--- config.mk ---
export PLATFORM = sky130hd
export DESIGN_NAME = wall_texture_column_walker_core
export DESIGN_NICKNAME = d
export VERILOG_FILES = /design/src/sv/wtcw_pkg.sv /design/src/sv/wall_texture_column_walker_core.sv /design/src/sv/wtcw_div.sv
export SDC_FILE = /design/constraint.sdc
export NUM_CORES = 1
export LEC_CHECK = 0
export ABC_AREA = 0
export BUFFER_PORTS_ARGS = -buffer_cell sky130_fd_sc_hd__buf_2
export CORE_MARGIN = 10
export CORE_UTILIZATION = 35
export DETAILED_ROUTE_END_ITERATION = 8
export MAX_ROUTING_LAYER = met4
export PLACE_DENSITY = 0.57
export SLEW_MARGIN = 20
export SYNTH_ARGS = -nofsm -noshare
export SYNTH_HDL_FRONTEND = slang
export SYNTH_HIERARCHICAL = 1
export SYNTH_SLANG_ARGS = --single-unit
--- constraint.sdc ---
create_clock -name clk -period 6.7 [get_ports clk]
set_clock_uncertainty 0.1 [all_clocks]
set_input_delay 1.675 -clock clk [delete_from_list [all_inputs] [get_ports clk]]
set_output_delay 1.675 -clock clk [all_outputs]
set_load 0.01 [all_outputs]
--- src/sv/wtcw_pkg.sv ---
package wtcw_pkg;

  // Fixed-point formats
  localparam int ANGLE_BITS    = 16;
  localparam int ROW_FRAC_BITS = 4;
  localparam int ACC_FRAC_BITS = 16;

  // Field and register widths
  localparam int ROW_W    = 16;                      // Q12.4 rows and wall height
  localparam int ACC_W    = 24;                      // Q8.16 texel row accumulator
  localparam int ACC_INT_W = ACC_W - ACC_FRAC_BITS;  // integer texel row bits
  localparam int SH_W     = 11;                      // screen height register
  localparam int TW_W     = 9;                       // texture width / height registers
  localparam int CFG_W    = SH_W;
  localparam int CFG_IDX_W = 2;
  localparam int COL_W    = 11;                      // signed texel column
  localparam int SCOL_W   = 12;
  localparam int OROW_W   = ROW_W - ROW_FRAC_BITS;
  localparam int ADDR_W   = 16;
  localparam int TEX_W    = 3;
  localparam int STATUS_W = 2;

  // Start row numerator and divider sizing
  localparam int OFFS_W   = SH_W - 1 + ROW_FRAC_BITS + 1;
  localparam int NUM_W    = ROW_W + 3;
  localparam int DVS_W    = ROW_W;
  localparam int DIV_W    = TW_W + ACC_FRAC_BITS + ROW_FRAC_BITS;
  localparam int CNT_W    = $clog2(DIV_W + 1);
  localparam int ADDR_FULL_W = ACC_INT_W + TW_W + 1;

  localparam logic [ACC_W-1:0] ACC_MAX = {ACC_W{1'b1}};

  // Stream packing
  localparam int IN_TDATA_W  = 96;
  localparam int OUT_TDATA_W = 48;
  localparam int IN_SIDE_LSB  = 0;
  localparam int IN_ANGLE_LSB = 1;
  localparam int IN_DOOR_LSB  = IN_ANGLE_LSB + ANGLE_BITS;
  localparam int IN_OPEN_LSB  = IN_DOOR_LSB + 1;
  localparam int IN_TCOL_LSB  = IN_OPEN_LSB + 1;
  localparam int IN_TOP_LSB   = IN_TCOL_LSB + COL_W;
  localparam int IN_BOT_LSB   = IN_TOP_LSB + ROW_W;
  localparam int IN_WALL_LSB  = IN_BOT_LSB + ROW_W;
  localparam int IN_SCOL_LSB  = IN_WALL_LSB + ROW_W;
  localparam int IN_USED_W    = IN_SCOL_LSB + SCOL_W;
  localparam int OUT_TEX_LSB  = 0;
  localparam int OUT_ADDR_LSB = OUT_TEX_LSB + TEX_W;
  localparam int OUT_COL_LSB  = OUT_ADDR_LSB + ADDR_W;
  localparam int OUT_ROW_LSB  = OUT_COL_LSB + SCOL_W;
  localparam int OUT_USED_W   = OUT_ROW_LSB + OROW_W;

  // Item kinds
  localparam logic FUNC_BEGIN = 1'b0;
  localparam logic FUNC_STEP  = 1'b1;

  // Result status codes
  localparam logic [STATUS_W-1:0] STATUS_PIXEL  = 2'd0;
  localparam logic [STATUS_W-1:0] STATUS_DONE   = 2'd1;
  localparam logic [STATUS_W-1:0] STATUS_REJECT = 2'd2;
  localparam logic [STATUS_W-1:0] STATUS_STOP   = 2'd3;

  // Texture codes
  localparam logic [TEX_W-1:0] TEX_NORTH       = 3'd0;
  localparam logic [TEX_W-1:0] TEX_SOUTH       = 3'd1;
  localparam logic [TEX_W-1:0] TEX_WEST        = 3'd2;
  localparam logic [TEX_W-1:0] TEX_EAST        = 3'd3;
  localparam logic [TEX_W-1:0] TEX_DOOR_OPEN   = 3'd4;
  localparam logic [TEX_W-1:0] TEX_DOOR_CLOSED = 3'd5;

  // Configuration register indexes
  localparam logic [CFG_IDX_W-1:0] CFG_SCREEN_HEIGHT  = 2'd0;
  localparam logic [CFG_IDX_W-1:0] CFG_TEXTURE_WIDTH  = 2'd1;
  localparam logic [CFG_IDX_W-1:0] CFG_TEXTURE_HEIGHT = 2'd2;

  localparam logic [SH_W-1:0] SCREEN_HEIGHT_RST  = SH_W'(480);
  localparam logic [TW_W-1:0] TEXTURE_WIDTH_RST  = TW_W'(64);
  localparam logic [TW_W-1:0] TEXTURE_HEIGHT_RST = TW_W'(64);

  // Binary angle landmarks
  localparam logic [ANGLE_BITS-1:0] ANG_HALF_PI  = {2'b01, {(ANGLE_BITS-2){1'b0}}};
  localparam logic [ANGLE_BITS-1:0] ANG_PI       = {2'b10, {(ANGLE_BITS-2){1'b0}}};
  localparam logic [ANGLE_BITS-1:0] ANG_3HALF_PI = {2'b11, {(ANGLE_BITS-2){1'b0}}};

  // Texture choice from hit side, ray angle and door flags
  function automatic logic [TEX_W-1:0] pick_texture(
    input logic                  side,
    input logic [ANGLE_BITS-1:0] angle,
    input logic                  door,
    input logic                  open
  );
    logic [TEX_W-1:0] t;
    if (door) begin
      t = open ? TEX_DOOR_OPEN : TEX_DOOR_CLOSED;
    end else if (side) begin
      t = (angle != '0 && angle < ANG_PI) ? TEX_NORTH : TEX_SOUTH;
    end else begin
      t = (angle > ANG_HALF_PI && angle < ANG_3HALF_PI) ? TEX_WEST : TEX_EAST;
    end
    return t;
  endfunction

endpackage

--- src/sv/wall_texture_column_walker_core.sv ---
// Wall texture column walker. A begin item (tuser 0) picks the texture and
// sets up one screen column; while it is active, each step item (tuser 1)
// returns one texel address and screen row, or a done/stop status that ends
// the column; a step with no active column is dropped. A begin item with a bad
// wall height or texel column returns a reject status at once. Items are taken
// one at a time; a step or a rejected begin waits in the execute state while
// the output is stalled. An accepted begin makes no result and holds the block
// until its divisions end: the start texel row (not divided when it clamps
// to zero) and the row step are both quotients from one shared restoring
// divider that retires one bit per cycle over a 29-bit dividend. A finished
// result sits in the output register while the next item is accepted.
module wall_texture_column_walker_core (
  input  logic                             clk,
  input  logic                             rst,
  // configuration writes
  input  logic                             cfg_we,
  input  logic [wtcw_pkg::CFG_IDX_W-1:0]   cfg_index,
  input  logic [wtcw_pkg::CFG_W-1:0]       cfg_data,
  // input items
  input  logic                             s_tvalid,
  output logic                             s_tready,
  // wall_side, ray_angle, door_hit, door_open, texel_column, top_row,
  // bottom_row, wall_height, screen_column, zero pad
  input  logic [wtcw_pkg::IN_TDATA_W-1:0]  s_tdata,
  // func
  input  logic                             s_tuser,
  // result items
  output logic                             m_tvalid,
  input  logic                             m_tready,
  // texture_id, texel_address, out_column, out_row, zero pad
  output logic [wtcw_pkg::OUT_TDATA_W-1:0] m_tdata,
  // status
  output logic [wtcw_pkg::STATUS_W-1:0]    m_tuser
);

  localparam logic [2:0] ST_IDLE     = 3'd0;
  localparam logic [2:0] ST_EXEC     = 3'd1;
  localparam logic [2:0] ST_MUL      = 3'd2;
  localparam logic [2:0] ST_DIV_ROW  = 3'd3;
  localparam logic [2:0] ST_DIV_STEP = 3'd4;

  logic [2:0] state;

  // configuration
  logic [wtcw_pkg::SH_W-1:0] screen_height;
  logic [wtcw_pkg::TW_W-1:0] texture_width;
  logic [wtcw_pkg::TW_W-1:0] texture_height;

  // latched input item
  logic                               in_func;
  logic                               in_side;
  logic [wtcw_pkg::ANGLE_BITS-1:0]    in_angle;
  logic                               in_door;
  logic                               in_open;
  logic signed [wtcw_pkg::COL_W-1:0]  in_tcol;
  logic signed [wtcw_pkg::ROW_W-1:0]  in_top;
  logic signed [wtcw_pkg::ROW_W-1:0]  in_bot;
  logic signed [wtcw_pkg::ROW_W-1:0]  in_wall;
  logic [wtcw_pkg::SCOL_W-1:0]        in_scol;

  // column state
  logic                               column_active;
  logic signed [wtcw_pkg::ROW_W-1:0]  current_row;
  logic signed [wtcw_pkg::ROW_W-1:0]  end_row;
  logic [wtcw_pkg::ACC_W-1:0]         texel_row_acc;
  logic [wtcw_pkg::ACC_W-1:0]         texel_row_step;
  logic [wtcw_pkg::ACC_INT_W-1:0]     held_texel_column;
  logic [wtcw_pkg::TEX_W-1:0]         held_texture;
  logic [wtcw_pkg::SCOL_W-1:0]        held_column;
  logic signed [wtcw_pkg::NUM_W-1:0]  num;

  // output register fields
  logic [wtcw_pkg::TEX_W-1:0]   out_tex;
  logic [wtcw_pkg::ADDR_W-1:0]  out_addr;
  logic [wtcw_pkg::SCOL_W-1:0]  out_col;
  logic [wtcw_pkg::OROW_W-1:0]  out_row;

  // divider hookup
  logic                         div_start;
  logic [wtcw_pkg::DIV_W-1:0]   div_dividend;
  logic [wtcw_pkg::DVS_W-1:0]   div_divisor;
  logic                         div_done;
  logic [wtcw_pkg::DIV_W-1:0]   div_quotient;

  // combinational helpers
  logic                         out_free;
  logic [wtcw_pkg::TEX_W-1:0]   tex_pick;
  logic                         reject;
  logic signed [wtcw_pkg::NUM_W-1:0] num_calc;
  logic [wtcw_pkg::OFFS_W-1:0]  half_offs;
  logic                         num_pos;
  logic [wtcw_pkg::DIV_W-1:0]   row_dividend;
  logic [wtcw_pkg::DVS_W-1:0]   row_divisor;
  logic [wtcw_pkg::DIV_W-1:0]   step_dividend;
  logic                         at_end;
  logic [wtcw_pkg::ACC_INT_W-1:0] trow;
  logic [wtcw_pkg::ADDR_FULL_W-1:0] addr_full;
  logic                         addr_ovf;
  logic signed [wtcw_pkg::ROW_W:0] row_inc;
  logic signed [wtcw_pkg::ROW_W-1:0] row_next;
  logic [wtcw_pkg::ACC_W:0]     acc_sum;
  logic [wtcw_pkg::ACC_W-1:0]   acc_next;
  logic [wtcw_pkg::ACC_W-1:0]   row_acc_q;
  logic [wtcw_pkg::ACC_W-1:0]   step_q;

  assign out_free = ~m_tvalid | m_tready;
  assign s_tready = (state == ST_IDLE);

  // Begin item: texture, rejection and start row numerator
  always_comb begin
    tex_pick  = wtcw_pkg::pick_texture(in_side, in_angle, in_door, in_open);
    reject    = in_wall[wtcw_pkg::ROW_W-1] || (in_wall == '0) || in_tcol[wtcw_pkg::COL_W-1]
                || ({1'b0, in_tcol[wtcw_pkg::COL_W-2:0]} >= wtcw_pkg::COL_W'(texture_width))
                || (in_tcol[wtcw_pkg::COL_W-2:wtcw_pkg::ACC_INT_W] != '0);
    half_offs = {screen_height[wtcw_pkg::SH_W-1:1], {(wtcw_pkg::ROW_FRAC_BITS+1){1'b0}}};
    num_calc  = $signed(
                  {{(wtcw_pkg::NUM_W-wtcw_pkg::ROW_W-1){in_top[wtcw_pkg::ROW_W-1]}}, in_top, 1'b0}
                - {{(wtcw_pkg::NUM_W-wtcw_pkg::OFFS_W){1'b0}}, half_offs}
                + {{(wtcw_pkg::NUM_W-wtcw_pkg::ROW_W){in_wall[wtcw_pkg::ROW_W-1]}}, in_wall});
  end

  // Divider operands and quotient saturation
  always_comb begin
    num_pos       = ~num[wtcw_pkg::NUM_W-1] && (num != '0);
    row_dividend  = wtcw_pkg::DIV_W'(num[wtcw_pkg::NUM_W-2:0] * texture_height);
    row_divisor   = {in_wall[wtcw_pkg::ROW_W-2:0], 1'b0};
    step_dividend = {texture_height, {(wtcw_pkg::ACC_FRAC_BITS+wtcw_pkg::ROW_FRAC_BITS){1'b0}}};
    row_acc_q     = (div_quotient[wtcw_pkg::DIV_W-1:wtcw_pkg::ACC_INT_W] != '0)
                    ? wtcw_pkg::ACC_MAX
                    : {div_quotient[wtcw_pkg::ACC_INT_W-1:0], {wtcw_pkg::ACC_FRAC_BITS{1'b0}}};
    step_q        = (div_quotient[wtcw_pkg::DIV_W-1:wtcw_pkg::ACC_W] != '0)
                    ? wtcw_pkg::ACC_MAX : div_quotient[wtcw_pkg::ACC_W-1:0];

    div_start    = 1'b0;
    div_dividend = step_dividend;
    div_divisor  = in_wall;
    if (state == ST_MUL) begin
      div_start = 1'b1;
      if (num_pos) begin
        div_dividend = row_dividend;
        div_divisor  = row_divisor;
      end
    end else if (state == ST_DIV_ROW && div_done) begin
      div_start = 1'b1;
    end
  end

  // Step item: address, overflow, row and accumulator advance
  always_comb begin
    at_end    = current_row >= end_row;
    trow      = texel_row_acc[wtcw_pkg::ACC_W-1:wtcw_pkg::ACC_FRAC_BITS];
    addr_full = wtcw_pkg::ADDR_FULL_W'(trow * texture_width)
              + wtcw_pkg::ADDR_FULL_W'(held_texel_column);
    addr_ovf  = (texel_row_acc == wtcw_pkg::ACC_MAX)
              || ({1'b0, trow} >= texture_height)
              || (addr_full[wtcw_pkg::ADDR_FULL_W-1:wtcw_pkg::ADDR_W] != '0);
    row_inc   = $signed({current_row[wtcw_pkg::ROW_W-1], current_row})
              + $signed((wtcw_pkg::ROW_W+1)'(1 << wtcw_pkg::ROW_FRAC_BITS));
    row_next  = (row_inc > $signed({end_row[wtcw_pkg::ROW_W-1], end_row}))
              ? end_row : row_inc[wtcw_pkg::ROW_W-1:0];
    acc_sum   = {1'b0, texel_row_acc} + {1'b0, texel_row_step};
    acc_next  = acc_sum[wtcw_pkg::ACC_W] ? wtcw_pkg::ACC_MAX : acc_sum[wtcw_pkg::ACC_W-1:0];
  end

  // Configuration registers
  always_ff @(posedge clk) begin
    if (rst) begin
      screen_height  <= wtcw_pkg::SCREEN_HEIGHT_RST;
      texture_width  <= wtcw_pkg::TEXTURE_WIDTH_RST;
      texture_height <= wtcw_pkg::TEXTURE_HEIGHT_RST;
    end else if (cfg_we) begin
      unique case (cfg_index)
        wtcw_pkg::CFG_SCREEN_HEIGHT:  screen_height  <= cfg_data;
        wtcw_pkg::CFG_TEXTURE_WIDTH:  texture_width  <= cfg_data[wtcw_pkg::TW_W-1:0];
        wtcw_pkg::CFG_TEXTURE_HEIGHT: texture_height <= cfg_data[wtcw_pkg::TW_W-1:0];
        default: ;
      endcase
    end
  end

  // Input capture
  always_ff @(posedge clk) begin
    if (s_tvalid && s_tready) begin
      in_func  <= s_tuser;
      in_side  <= s_tdata[wtcw_pkg::IN_SIDE_LSB];
      in_angle <= s_tdata[wtcw_pkg::IN_ANGLE_LSB +: wtcw_pkg::ANGLE_BITS];
      in_door  <= s_tdata[wtcw_pkg::IN_DOOR_LSB];
      in_open  <= s_tdata[wtcw_pkg::IN_OPEN_LSB];
      in_tcol  <= s_tdata[wtcw_pkg::IN_TCOL_LSB +: wtcw_pkg::COL_W];
      in_top   <= s_tdata[wtcw_pkg::IN_TOP_LSB +: wtcw_pkg::ROW_W];
      in_bot   <= s_tdata[wtcw_pkg::IN_BOT_LSB +: wtcw_pkg::ROW_W];
      in_wall  <= s_tdata[wtcw_pkg::IN_WALL_LSB +: wtcw_pkg::ROW_W];
      in_scol  <= s_tdata[wtcw_pkg::IN_SCOL_LSB +: wtcw_pkg::SCOL_W];
    end
  end

  // Sequencer, column state and output register
  always_ff @(posedge clk) begin
    if (rst) begin
      state          <= ST_IDLE;
      m_tvalid       <= 1'b0;
      column_active  <= 1'b0;
      current_row    <= '0;
      end_row        <= '0;
      texel_row_acc  <= '0;
      texel_row_step <= '0;
      held_texel_column <= '0;
      held_texture   <= '0;
      held_column    <= '0;
    end else begin
      if (m_tvalid && m_tready) begin
        m_tvalid <= 1'b0;
      end
      unique case (state)
        ST_IDLE: begin
          if (s_tvalid) begin
            state <= ST_EXEC;
          end
        end
        ST_EXEC: begin
          if (in_func == wtcw_pkg::FUNC_BEGIN) begin
            if (reject) begin
              if (out_free) begin
                column_active <= 1'b0;
                m_tvalid <= 1'b1;
                m_tuser  <= wtcw_pkg::STATUS_REJECT;
                out_tex  <= tex_pick;
                out_addr <= '0;
                out_col  <= in_scol;
                out_row  <= '0;
                state    <= ST_IDLE;
              end
            end else begin
              column_active     <= 1'b0;
              num               <= num_calc;
              current_row       <= in_top;
              end_row           <= in_bot;
              held_texel_column <= in_tcol[wtcw_pkg::ACC_INT_W-1:0];
              held_texture      <= tex_pick;
              held_column       <= in_scol;
              state             <= ST_MUL;
            end
          end else if (!column_active) begin
            state <= ST_IDLE;
          end else if (out_free) begin
            m_tvalid <= 1'b1;
            out_tex  <= held_texture;
            out_col  <= held_column;
            out_row  <= current_row[wtcw_pkg::ROW_W-1:wtcw_pkg::ROW_FRAC_BITS];
            state    <= ST_IDLE;
            if (at_end) begin
              column_active <= 1'b0;
              m_tuser  <= wtcw_pkg::STATUS_DONE;
              out_addr <= '0;
            end else if (addr_ovf) begin
              column_active <= 1'b0;
              m_tuser  <= wtcw_pkg::STATUS_STOP;
              out_addr <= '0;
            end else begin
              m_tuser       <= wtcw_pkg::STATUS_PIXEL;
              out_addr      <= addr_full[wtcw_pkg::ADDR_W-1:0];
              current_row   <= row_next;
              texel_row_acc <= acc_next;
            end
          end
        end
        ST_MUL: begin
          if (num_pos) begin
            state <= ST_DIV_ROW;
          end else begin
            texel_row_acc <= '0;
            state         <= ST_DIV_STEP;
          end
        end
        ST_DIV_ROW: begin
          if (div_done) begin
            texel_row_acc <= row_acc_q;
            state         <= ST_DIV_STEP;
          end
        end
        ST_DIV_STEP: begin
          if (div_done) begin
            texel_row_step <= step_q;
            column_active  <= 1'b1;
            state          <= ST_IDLE;
          end
        end
        default: state <= ST_IDLE;
      endcase
    end
  end

  assign m_tdata = {{(wtcw_pkg::OUT_TDATA_W-wtcw_pkg::OUT_USED_W){1'b0}},
                    out_row, out_col, out_addr, out_tex};

  wtcw_div u_div (
    .clk      (clk),
    .rst      (rst),
    .start    (div_start),
    .dividend (div_dividend),
    .divisor  (div_divisor),
    .done     (div_done),
    .quotient (div_quotient)
  );

endmodule

--- src/sv/wtcw_div.sv ---
// Restoring divider, one quotient bit per cycle
module wtcw_div (
  input  logic                        clk,
  input  logic                        rst,
  input  logic                        start,
  input  logic [wtcw_pkg::DIV_W-1:0]  dividend,
  input  logic [wtcw_pkg::DVS_W-1:0]  divisor,
  output logic                        done,
  output logic [wtcw_pkg::DIV_W-1:0]  quotient
);

  logic                        busy;
  logic [wtcw_pkg::CNT_W-1:0]  count;
  logic [wtcw_pkg::DVS_W-1:0]  rem;
  logic [wtcw_pkg::DVS_W-1:0]  dvs;
  logic [wtcw_pkg::DIV_W-1:0]  quo;
  logic [wtcw_pkg::DVS_W:0]    shifted;
  logic [wtcw_pkg::DVS_W+1:0]  diff;
  logic                        fits;

  // Trial subtract of the shifted remainder
  always_comb begin
    shifted = {rem, quo[wtcw_pkg::DIV_W-1]};
    diff    = {1'b0, shifted} - {2'b00, dvs};
    fits    = ~diff[wtcw_pkg::DVS_W+1];
  end

  always_ff @(posedge clk) begin
    if (rst) begin
      busy  <= 1'b0;
      done  <= 1'b0;
      count <= '0;
    end else if (start) begin
      busy  <= 1'b1;
      done  <= 1'b0;
      count <= wtcw_pkg::CNT_W'(wtcw_pkg::DIV_W);
    end else if (busy) begin
      count <= count - 1'b1;
      if (count == wtcw_pkg::CNT_W'(1)) begin
        busy <= 1'b0;
        done <= 1'b1;
      end
    end else begin
      done <= 1'b0;
    end
  end

  // Datapath: remainder and dividend/quotient shift register
  always_ff @(posedge clk) begin
    if (start) begin
      rem <= '0;
      dvs <= divisor;
      quo <= dividend;
    end else if (busy) begin
      rem <= fits ? diff[wtcw_pkg::DVS_W-1:0] : shifted[wtcw_pkg::DVS_W-1:0];
      quo <= {quo[wtcw_pkg::DIV_W-2:0], fits};
    end
  end

  assign quotient = quo;

endmodule

==> metrics.md, run 1 <==
| Metric | Value |
|---|---|
| GRT overflow | `0` |
| DIE AREA | `~86000 um2` |
| Synthesis-stage register bit count | `roughly 360` |
| Final setup viols | `0` |
| Post-synthesis simple-gate area fraction | `0.153` |
| WHS | `0.349 ns` |
| Power Density | `183 nW/um2` |
| Skew-Pair Late Insertion Delay | `0.59 ns` |
| Critical path peak fanout | `13` |
| Row count | `99` |
| Clock transition at the registers of the reported paths | `0.06 ns` |
| Clk buf depth | `3` |
| I/O pin cnt | `167` |
| DR pass1 iterations | `5` |
| Layout cells sized above 1 | `0.133` |
| HPWL Detailed | `51200 um` |
| Port bufs | `155` |
| Largest family of logic cells by synthesized area | `adder cells` |
| Cell Count, Final, Fillers Out | `3786` |
| Area contributors post-synth | `edfxtp_1 23%, fa_1 14%, dfxtp_1 12%, ha_1 9.6%, inv_1 5.3%` |
| Seq pwr share | `0.460` |
| CP Data Required Time | `6.99 ns` |
| RSZ-0062 raised after global routing | `no` |
| Placed instance count | `around 3700` |
| Wire length per cell | `17.8 um` |
| Die width | `~290 um` |
| Final net count | `3283` |
| Max-capacitance violation count | `0` |
| Cell area after synthesis | `about 26000 um2` |
| Net switching fraction of the power | `0.257` |
| Gr usage total | `0.161` |
| Clock group share of total power | `0.424` |
| Int Power | `0.00395 W` |
| Root buffer cell | `clkbuf_16` |
| Final GP Congestion | `just under 0.9` |
| Startpoint types | `flip-flop` |
| Crit path DAT | `~6.5 ns` |
| Gate power share | `0.117` |
| Core footprint | `73300 um2` |
| Leak | `12.7 nW` |
| VDD IR max | `0.164 mV` |
| XOR/XNOR Fraction of Synth Area | `0.0260` |
| Total Neg Setup Slack | `0 ns` |
| First-pass GRT wire length | `108000 um` |
| Cell taking the most area after synthesis | `edfxtp_1` |
| Top_reg_cell synth | `edfxtp_1` |
| Crit end category | `flip-flop` |
| DR vias/cell | `4.99` |
| NetSw | `0.00137 W` |
| Final period utilization | `0.923` |
| Post-CTS setup buffer count | `0` |
| DRC Markers | `0` |
| H-Tree Depth | `2` |
| Area share of the largest cell type after synthesis | `0.231` |
| Post-Synth Adder-Cell Area | `0.232` |
| Hold path depth | `2` |
| Final ANT Viol Nets | `0` |
| Slew Viols, Final | `0` |
| Vias after detailed routing | `18892` |
| P&R area growth vs syn | `12.0%` |
| Ys async rst share | `0` |
| R2r worst-path depth | `18` |
| Share of the yosys chip area belonging to registers | `0.354` |
| Fillers | `7371` |
| CP Class | `flip-flop to flip-flop` |
| DRT iter0 DRCs | `1206` |
| Initial Util | `0.354` |
| Number of gates resized after cts | `0` |
| Synth unique cells | `86` |
| Ys Warns | `6` |
| Vias in the first global route | `19269` |
| Post-synth EDFFs | `200` |
| Initial antenna violation count | `5` |
| Mux cell area share after synthesis | `0.0388` |
| Final Hold Vio Count | `0` |
| Slew headroom | `0.256` |
| Pin count of the biggest net entering global routing | `68` |
| Status | `completed` |
| Sink Count | `359` |
| Syn Inst Count | `2681` |
| TritonCTS clock tree | `built` |
| Syn Area/Cell | `9.69 um2` |
| Compound-Gate Fraction of Synth Area | `0.121` |
| Num CTS Buffers | `41` |
| CTS Hold Bufs | `0` |
| Slew @ Worst Pin | `1.11 ns` |
| Drt total wl | `67400 um` |
| Min Clock Period, post-route | `6.18 ns` |
| FMAX | `0.162 GHz` |
| Type of the worst min-delay path | `flip-flop to flip-flop` |
| Die height | `292 um` |
## through the flow
step                       util  area (um2)  worst slack [ns]  power [W]
after floorplan               -       26000             0.934    0.00293
after global placement    0.378       27700             0.448    0.00311
after detailed placement  0.378       27700             0.456    0.00311
after CTS                 0.397       29100             0.451    0.00538
after global routing      0.397       29100             0.105    0.00556
final                     0.397       29100             0.517    0.00532
## metal layers
metal | part of all wire | GRT usage
met5 | 0 | -
met4 | 0.021 | 0.0370
met3 | 0.044 | 0.0249
met2 | 0.45 | 0.253
met1 | 0.48 | 0.215
## synth_stat cells (17+ instances only)
cell type  number
clkbuf_1       98
xor2_1         36
xnor2_1        41
a211oi_1       33
fa_1          176
nor4_1         17
dfxtp_1       159
ha_1          200
nor2_1        153
nand4_1        20
and2_1        157
a21oi_1       130
mux2_2         51
mux2i_1        42
a21o_1         35
o221a_2        23
edfxtp_1      200
inv_1         370
o21ai_0       101
nand2_1       280
nor2b_1        21
nand3_1        39
nor3_1         43
## sequential cells by signal, summed over array words and instances, names as in the netlist, 5 cells and up
register,count
in_tcol,11
texture_width,9
out_row,12
in_scol,12
texel_row_step,24
texel_row_acc,24
u_div/count,5
end_row,16
out_col,12
screen_height,10
u_div/dvs,16
in_bot,16
texture_height,9
u_div/quotient,29
out_addr,16
in_angle,16
in_wall,16
in_top,16
current_row,16
held_column,12
num,19
u_div/rem,16
held_texel_column,8
## power by group through the flow
stage	logic [W]	clock network, W	registers (W)
floorplan	0.000461	0	0.00246
global placement	0.000619	0	0.00249
detailed placement	0.000621	0	0.00249
CTS	0.000627	0.00231	0.00244
global route	0.000713	0.00240	0.00245
finish	0.000621	0.00225	0.00244
## kinds of logic (layout without fill, tap and decap cells)
| group | after synthesis | after routing |
|---|---|---|
| compound gates | 459 | 459 |
| xor+xnor | 77 | 77 |
| fa+ha+maj | 376 | 376 |
| buf+inv | 499 | 639 |
| flops | 359 | 359 |
| mux | 94 | 94 |
| other cells | 1 | 7 |
| simple gates | 816 | 816 |
## worst max-delay path: stages, from the launching register on
cell and delay [ns]:
dfxtp_1 0.62, and2_1 0.21, fa_1 0.44, fa_1 0.52, fa_1 0.55, inv_1 0.06, fa_1 0.53, inv_1 0.04
ha_1 0.36, a211o_1 0.29, o221ai_1 0.15, o21bai_1 0.19, a21o_1 0.20, or3_1 0.11, nand4_1 0.23, nor3_2 0.59
buf_4 0.26, nand2_1 0.24, nor3_1 0.31
## worst paths after layout
kind,from,to,slack (ns)
worst max-delay path,texel_row_acc[21],out_addr[8],0.52
worst min-delay path,held_column[4],held_column[4],0.35
worst max register to register,texel_row_acc[21],out_addr[8],0.52
worst min register to register,held_column[4],held_column[4],0.35
## layout by cell type, fill, tap and decap left out, drive strengths merged, types with 17 or more instances in the layout
cell,n
a21oi,134
inv,373
nor2b,21
dfxtp,159
xnor2,41
nand4,20
buf,192
o221a,23
xor2,36
nor2,156
nand3,40
a21o,35
nor3,44
o21ai,104
ha,200
a211oi,37
and2,157
nand2,280
mux2,51
edfxtp,200
fa,176
clkinv,19
clkbuf,52
mux2i,43
nor4,17
## layout make-up
class / instances / area (um2) / area share
antenna: 2 / 5.00 / 0.000172
clock buffer: 52 / 1150 / 0.0396
clock inverter: 24 / 198 / 0.00680
inverter: 371 / 1390 / 0.0479
multi-input combinational: 1827 / 14900 / 0.512
sequential: 359 / 9190 / 0.316
tap: 959 / 1200 / 0.0412
timing repair buffer: 192 / 1060 / 0.0363
Power figures use the tool's default switching activity.
==> run 2, diff against run 1 <==
Settings changed: CORE_UTILIZATION 35 to 41, PLACE_DENSITY 0.57 to 0.64.
==> run 2 against run 1 <==
Final cell count is 3.2% lower; die area decreased by 14%; critical path depth did not move; combinational power is essentially flat; utilization rose by 6.5 points; highest routed layer unchanged; via count rose by 2.6%.
==> metrics.md, run 2 (synthesis results as in run 1) <==
| Metric | Value |
|---|---|
| Status | `completed` |
| Slew headroom | `0.265` |
| TritonCTS clock tree | `built` |
| Total power | `0.00549 W` |
| Slew @ Worst Pin | `about 1.1 ns` |
| Clk buf depth | `3` |
| Dpl cell area | `27500 um2` |
| Sink Count | `359` |
| Wire length per cell | `18.1 um` |
| DIE AREA | `73800 um2` |
| Vias in the first global route | `between 15000 and 20000` |
| Gr usage total | `0.183` |
| Final period utilization | `0.950` |
| Clock transition at the registers of the reported paths | `roughly 0.06 ns` |
| Final Hold Vio Count | `0` |
| Delay-heaviest family, CP | `adder cells` |
| Vias after detailed routing | `approximately 19000` |
| DRT iter0 DRCs | `1215` |
| P&R area growth vs syn | `11.7%` |
| FMAX | `0.157 GHz` |
| Crit path DAT | `between 6 and 7 ns` |
| Drt total wl | `66200 um` |
| NetSw | `0.00140 W` |
| Port bufs | `155` |
| Commonest non-fill, non-tap cell in the layout | `inv_1` |
| GRT overflow | `0` |
| Slew Viols, Final | `0` |
| Int Power | `roughly 0.004 W` |
| Skew-Pair Late Insertion Delay | `0.60 ns` |
| CTS Hold Bufs | `0` |
| Crit-path max cell delay | `0.66 ns` |
| Root buffer cell | `clkbuf_16` |
| Seq pwr share | `0.446` |
| Total Neg Setup Slack | `0 ns` |
| Clock group share of total power | `0.441` |
| Final setup viols | `0` |
| Final net count | `3276` |
| Final ANT Viol Nets | `0` |
| Design Area, Final | `between 20000 and 30000 um2` |
| Pin count of the biggest net entering global routing | `88` |
| CP Class | `flip-flop to flip-flop` |
| Min Clock Period, post-route | `6.37 ns` |
| Critical-path cell list | `and2_1 -> fa_1 -> fa_1 -> fa_1 -> inv_1 -> fa_1 -> inv_1 -> ha_1 -> a211o_1 -> o221ai_1 -> o21bai_1 -> a21o_1 -> or3_1 -> nand4_1 -> nor3_2 -> a22oi_4 -> nor2_2 -> a211oi_1` |
| Initial Util | `0.413` |
| Power Density | `between 150 and 200 nW/um2` |
| RSZ-0062 raised after global routing | `no` |
| Die height | `between 200 and 300 um` |
| Die width | `272 um` |
| Worst Path Buf+Inv | `2` |
| Most used cell, CP | `fa_1` |
| Post-CTS setup buffer count | `0` |
| Gate power share | `0.114` |
| I/O pin cnt | `167` |
| H-Tree Depth | `2` |
| Crit-path slowest cell | `dfxtp_1` |
| CP Data Required Time | `7.05 ns` |
| Layout cells sized above 1 | `0.133` |
| Max-capacitance violation count | `0` |
| Final GP Congestion | `0.924` |
| Critical path peak fanout | `13` |
| Largest register FFs | `29` |
| HPWL Detailed | `50100 um` |
| DRC Markers | `0` |
| Most frequent cells in the layout | `368 x inv_1, 280 x nand2_1, 200 x ha_1, 200 x edfxtp_1, 176 x fa_1` |
| Initial antenna violation count | `1` |
| VDD IR max | `0.204 mV` |
| Net switching fraction of the power | `0.255` |
| Type of the worst min-delay path | `flip-flop to flip-flop` |
| Row count | `92` |
| DR vias/cell | `5.29` |
| Leak | `12.7 nW` |
| Core footprint | `about 63000 um2` |
| DR pass1 iterations | `5` |
| Crit end category | `flip-flop` |
| First-pass GRT wire length | `107000 um` |
| Num CTS Buffers | `41` |
| Startpoint types | `flip-flop` |
## run 2: changes by cell type in the layout (fill, tap and decap cells not counted), sizes merged
cell,change
buf,-7
clkinv,-5
bufinv,+4
diode,-1
inv,+1
## run 2: timing repair
item / in CTS / in global routing
hold endpoints to repair: 0 / 0
setup endpoints to repair: 0 / 1
resized for setup: 0 / 1
## run 2: final timing paths
path	from	slack [ns]	cells past startpoint	endpoint
min	held_column[11]	0.35	2	held_column[11]
min reg2reg	held_column[11]	0.35	2	held_column[11]
max	texel_row_acc[20]	0.33	18	texel_row_acc[9]
max reg2reg	texel_row_acc[20]	0.33	18	texel_row_acc[9]
## run 2: worst min-delay path: cells and delay by family, from the launching register on
kind / cells / cell delay [ns]
compound gates: 1 / 0.05
simple gates: 1 / 0.05
flops: 1 / 0.31
## run 2: per-stage QoR
step | hold slack (ns) | util | std cells | setup WS, ns
finish | 0.351 | 0.462 | 3665 | 0.333
floorplan | 0.328 | - | 2685 | 0.934
global route | 0.372 | 0.462 | 3665 | 0.0108
detailed placement | 0.344 | 0.438 | 3588 | 0.367
CTS | 0.352 | 0.461 | 3664 | 0.358
global placement | 0.334 | 0.438 | 3588 | 0.401
## run 2: area by class of cell
| cell class | instances | area [um2] |
|---|---|---|
| fillers | 6023 | 33800 |
| multi-input cells | 1827 | 14900 |
| flip-flops and latches | 359 | 9190 |
| inverters | 371 | 1390 |
| clock buffers | 52 | 1120 |
| well taps | 846 | 1060 |
| repair buffers | 185 | 1000 |
| clock inverters | 24 | 344 |
| diodes | 1 | 2.50 |
## run 2: power by group through the flow
| stage | Clock (W) | Combinational (W) | Sequential (W) |
|---|---|---|---|
| 6_report | 0.00242 | 0.000623 | 0.00245 |
| 4_1_cts | 0.00247 | 0.000626 | 0.00245 |
| 3_5_place_dp | 0 | 0.000619 | 0.00249 |
| 5_1_grt | 0.00257 | 0.000711 | 0.00245 |
| 2_1_floorplan | 0 | 0.000461 | 0.00246 |
| 3_3_place_gp | 0 | 0.000604 | 0.00249 |
## run 2: routing by layer
metal  global-route usage  vias up  share of wire
li1                     -     9240              -
met1                0.233     9513           0.44
met2                0.298      519           0.48
met3               0.0280      114          0.058
met4               0.0558        0          0.029
met5                    -        -              0
==> run 3, diff against run 2 <==
Settings changed: CELL_PAD_IN_SITES_DETAIL_PLACEMENT set to 1, CELL_PAD_IN_SITES_GLOBAL_PLACEMENT set to 1, PLACE_DENSITY 0.64 to 0.76.
==> run 3 against run 2 <==
Maximum frequency grew 0.55%; routed wire length is 16% higher; power grew 0.58%; worst setup slack improved by 0.035 ns; largest power group unchanged.
==> metrics.md, run 3 (synthesis results as in run 1) <==
| Metric | Value |
|---|---|
| Most frequent cells in the layout | `368 x inv_1, 280 x nand2_1, 200 x ha_1, 200 x edfxtp_1, 176 x fa_1` |
| Number of gates resized after cts | `0` |
| Gate power share | `0.120` |
| Slew @ Worst Pin | `1.07 ns` |
| Final net count | `3281` |
| CP Data Required Time | `roughly 7 ns` |
| Commonest non-fill, non-tap cell in the layout | `inv_1` |
| Die width | `272 um` |
| Type of the worst min-delay path | `flip-flop to flip-flop` |
| Core footprint | `roughly 63000 um2` |
| Int Power | `0.00403 W` |
| Seq pwr share | `0.443` |
| Cell Count, Final, Fillers Out | `3675` |
| Pin count of the biggest net entering global routing | `86` |
| HPWL Detailed | `roughly 58000 um` |
| Min Clock Period, post-route | `6.33 ns` |
| Final ANT Viol Nets | `0` |
| P&R area growth vs syn | `11.7%` |
| Final GP Congestion | `between 0.8 and 0.9` |
| Power Density | `190 nW/um2` |
| DRT iter0 DRCs | `992` |
| Placed instance count | `3591` |
| H-Tree Depth | `2` |
| Initial Util | `0.413` |
| Net switching fraction of the power | `0.269` |
| Startpoint types | `flip-flop` |
| Port bufs | `~160` |
| NetSw | `0.00149 W` |
| First-pass GRT wire length | `121000 um` |
| RSZ-0062 raised after global routing | `no` |
| Max-capacitance violation count | `0` |
| Skew-Pair Late Insertion Delay | `0.60 ns` |
| Critical path peak fanout | `13` |
| CP Class | `flip-flop to flip-flop` |
| Final setup viols | `0` |
| Fillers | `7222` |
| Gr usage total | `0.210` |
| Crit-path slowest cell | `dfxtp_1` |
| Most used cell, CP | `fa_1` |
| I/O pin cnt | `167` |
| DIE AREA | `73800 um2` |
| CTS Hold Bufs | `0` |
| Final Hold Vio Count | `0` |
| Slew headroom | `0.283` |
| Final period utilization | `0.945` |
| DRC Markers | `0` |
| DR pass1 iterations | `5` |
| GRT overflow | `0` |
| Post-CTS setup buffer count | `0` |
| Crit-path max cell delay | `0.67 ns` |
| Layout cells sized above 1 | `0.134` |
| Status | `completed` |
| Clock transition at the registers of the reported paths | `0.06 ns` |
| Crit end category | `flip-flop` |
| Crit path DAT | `6.71 ns` |
| Vias in the first global route | `21951` |
| VDD IR max | `0.214 mV` |
| TritonCTS clock tree | `built` |
| Multi-input gate area | `14900 um2` |
| Root buffer cell | `clkbuf_16` |
| Vias after detailed routing | `between 15000 and 20000` |
| Total Neg Setup Slack | `0 ns` |
| Initial antenna violation count | `4` |
| Slew Viols, Final | `0` |
| Drt total wl | `76900 um` |
| Row count | `92` |
| FMAX | `0.158 GHz` |
| Register Area | `9190 um2` |
| Critical-path cell list | `and2_1 -> fa_1 -> fa_1 -> fa_1 -> inv_1 -> fa_1 -> inv_1 -> ha_1 -> a21o_1 -> a21oi_1 -> o21ai_0 -> a311o_1 -> o211ai_2 -> mux2i_1 -> nor3_2 -> buf_4 -> a22oi_4 -> a211oi_4 -> a311oi_1` |
| Sink Count | `359` |
| Clock group share of total power | `0.436` |
| Clk buf depth | `3` |
| Wire length per cell | `20.9 um` |
| Num CTS Buffers | `43` |
| DR vias/cell | `5.42` |
| Leak | `about 13 nW` |
| Largest register FFs | `29` |
| Die height | `272 um` |
-- run 3: changes by cell type in the layout (fill, tap and decap cells not counted), moves of 2 or more --
| cell | delta |
|---|---|
| buf_4 | +3 |
| bufinv_16 | -3 |
| diode_2 | +3 |
| clkbuf_1 | +2 |
| clkbuf_16 | +2 |
| clkinv_4 | +2 |
-- run 3: critical path, delay by kind of cell (launching register included) --
family | cells | cell delay, ns
DFF | 1 | 0.67
muxes | 1 | 0.49
and+or+nand+nor | 2 | 0.37
AOI/OAI and AO/OA | 8 | 1.82
buffers and inverters | 3 | 0.30
adders and majority gates | 5 | 2.46
-- run 3: power groups by stage --
| stage | combinational, W | sequential [W] | clock [W] |
|---|---|---|---|
| after CTS | 0.000667 | 0.00245 | 0.00245 |
| after global routing | 0.000743 | 0.00245 | 0.00254 |
| after detailed placement | 0.000658 | 0.00249 | 0 |
| after floorplan | 0.000461 | 0.00246 | 0 |
| final | 0.000664 | 0.00245 | 0.00241 |
| after global placement | 0.000619 | 0.00249 | 0 |
-- run 3: through the flow --
step | util | cell area, um2 | hold WS, ns | total power (W) | setup slack, ns
after floorplan | - | 26000 | 0.328 | 0.00293 | 0.934
after global placement | 0.438 | 27600 | 0.335 | 0.00311 | 0.525
after detailed placement | 0.438 | 27600 | 0.346 | 0.00315 | 0.382
after CTS | 0.462 | 29000 | 0.354 | 0.00556 | 0.352
after global routing | 0.462 | 29000 | 0.376 | 0.00573 | 0.0493
final | 0.462 | 29000 | 0.349 | 0.00552 | 0.368
-- run 3: routing by layer --
metal  vias up  global-route usage  part of all wire
li1       9259                   -                 -
met1     10126               0.251              0.43
met2       406               0.369              0.51
met3       127              0.0263             0.040
met4         0              0.0563             0.024
met5         -                   -                 0
-- run 3: area by class of cell --
class,instances,area share
Sequential cell,359,0.317
Inverter,371,0.0480
Clock buffer,56,0.0405
Multi-Input combinational cell,1827,0.513
Tap cell,846,0.0365
Clock inverter,24,0.00953
Antenna cell,4,0.000345
Timing Repair Buffer,188,0.0353
-- run 3: path summary, 6_finish.rpt --
check,from,to,slack (ns),depth (start not counted)
max reg2reg,texel_row_acc[22],texel_row_acc[23],0.37,19
min reg2reg,held_texel_column[5],held_texel_column[5],0.35,2
max,texel_row_acc[22],texel_row_acc[23],0.37,19
min,held_texel_column[5],held_texel_column[5],0.35,2
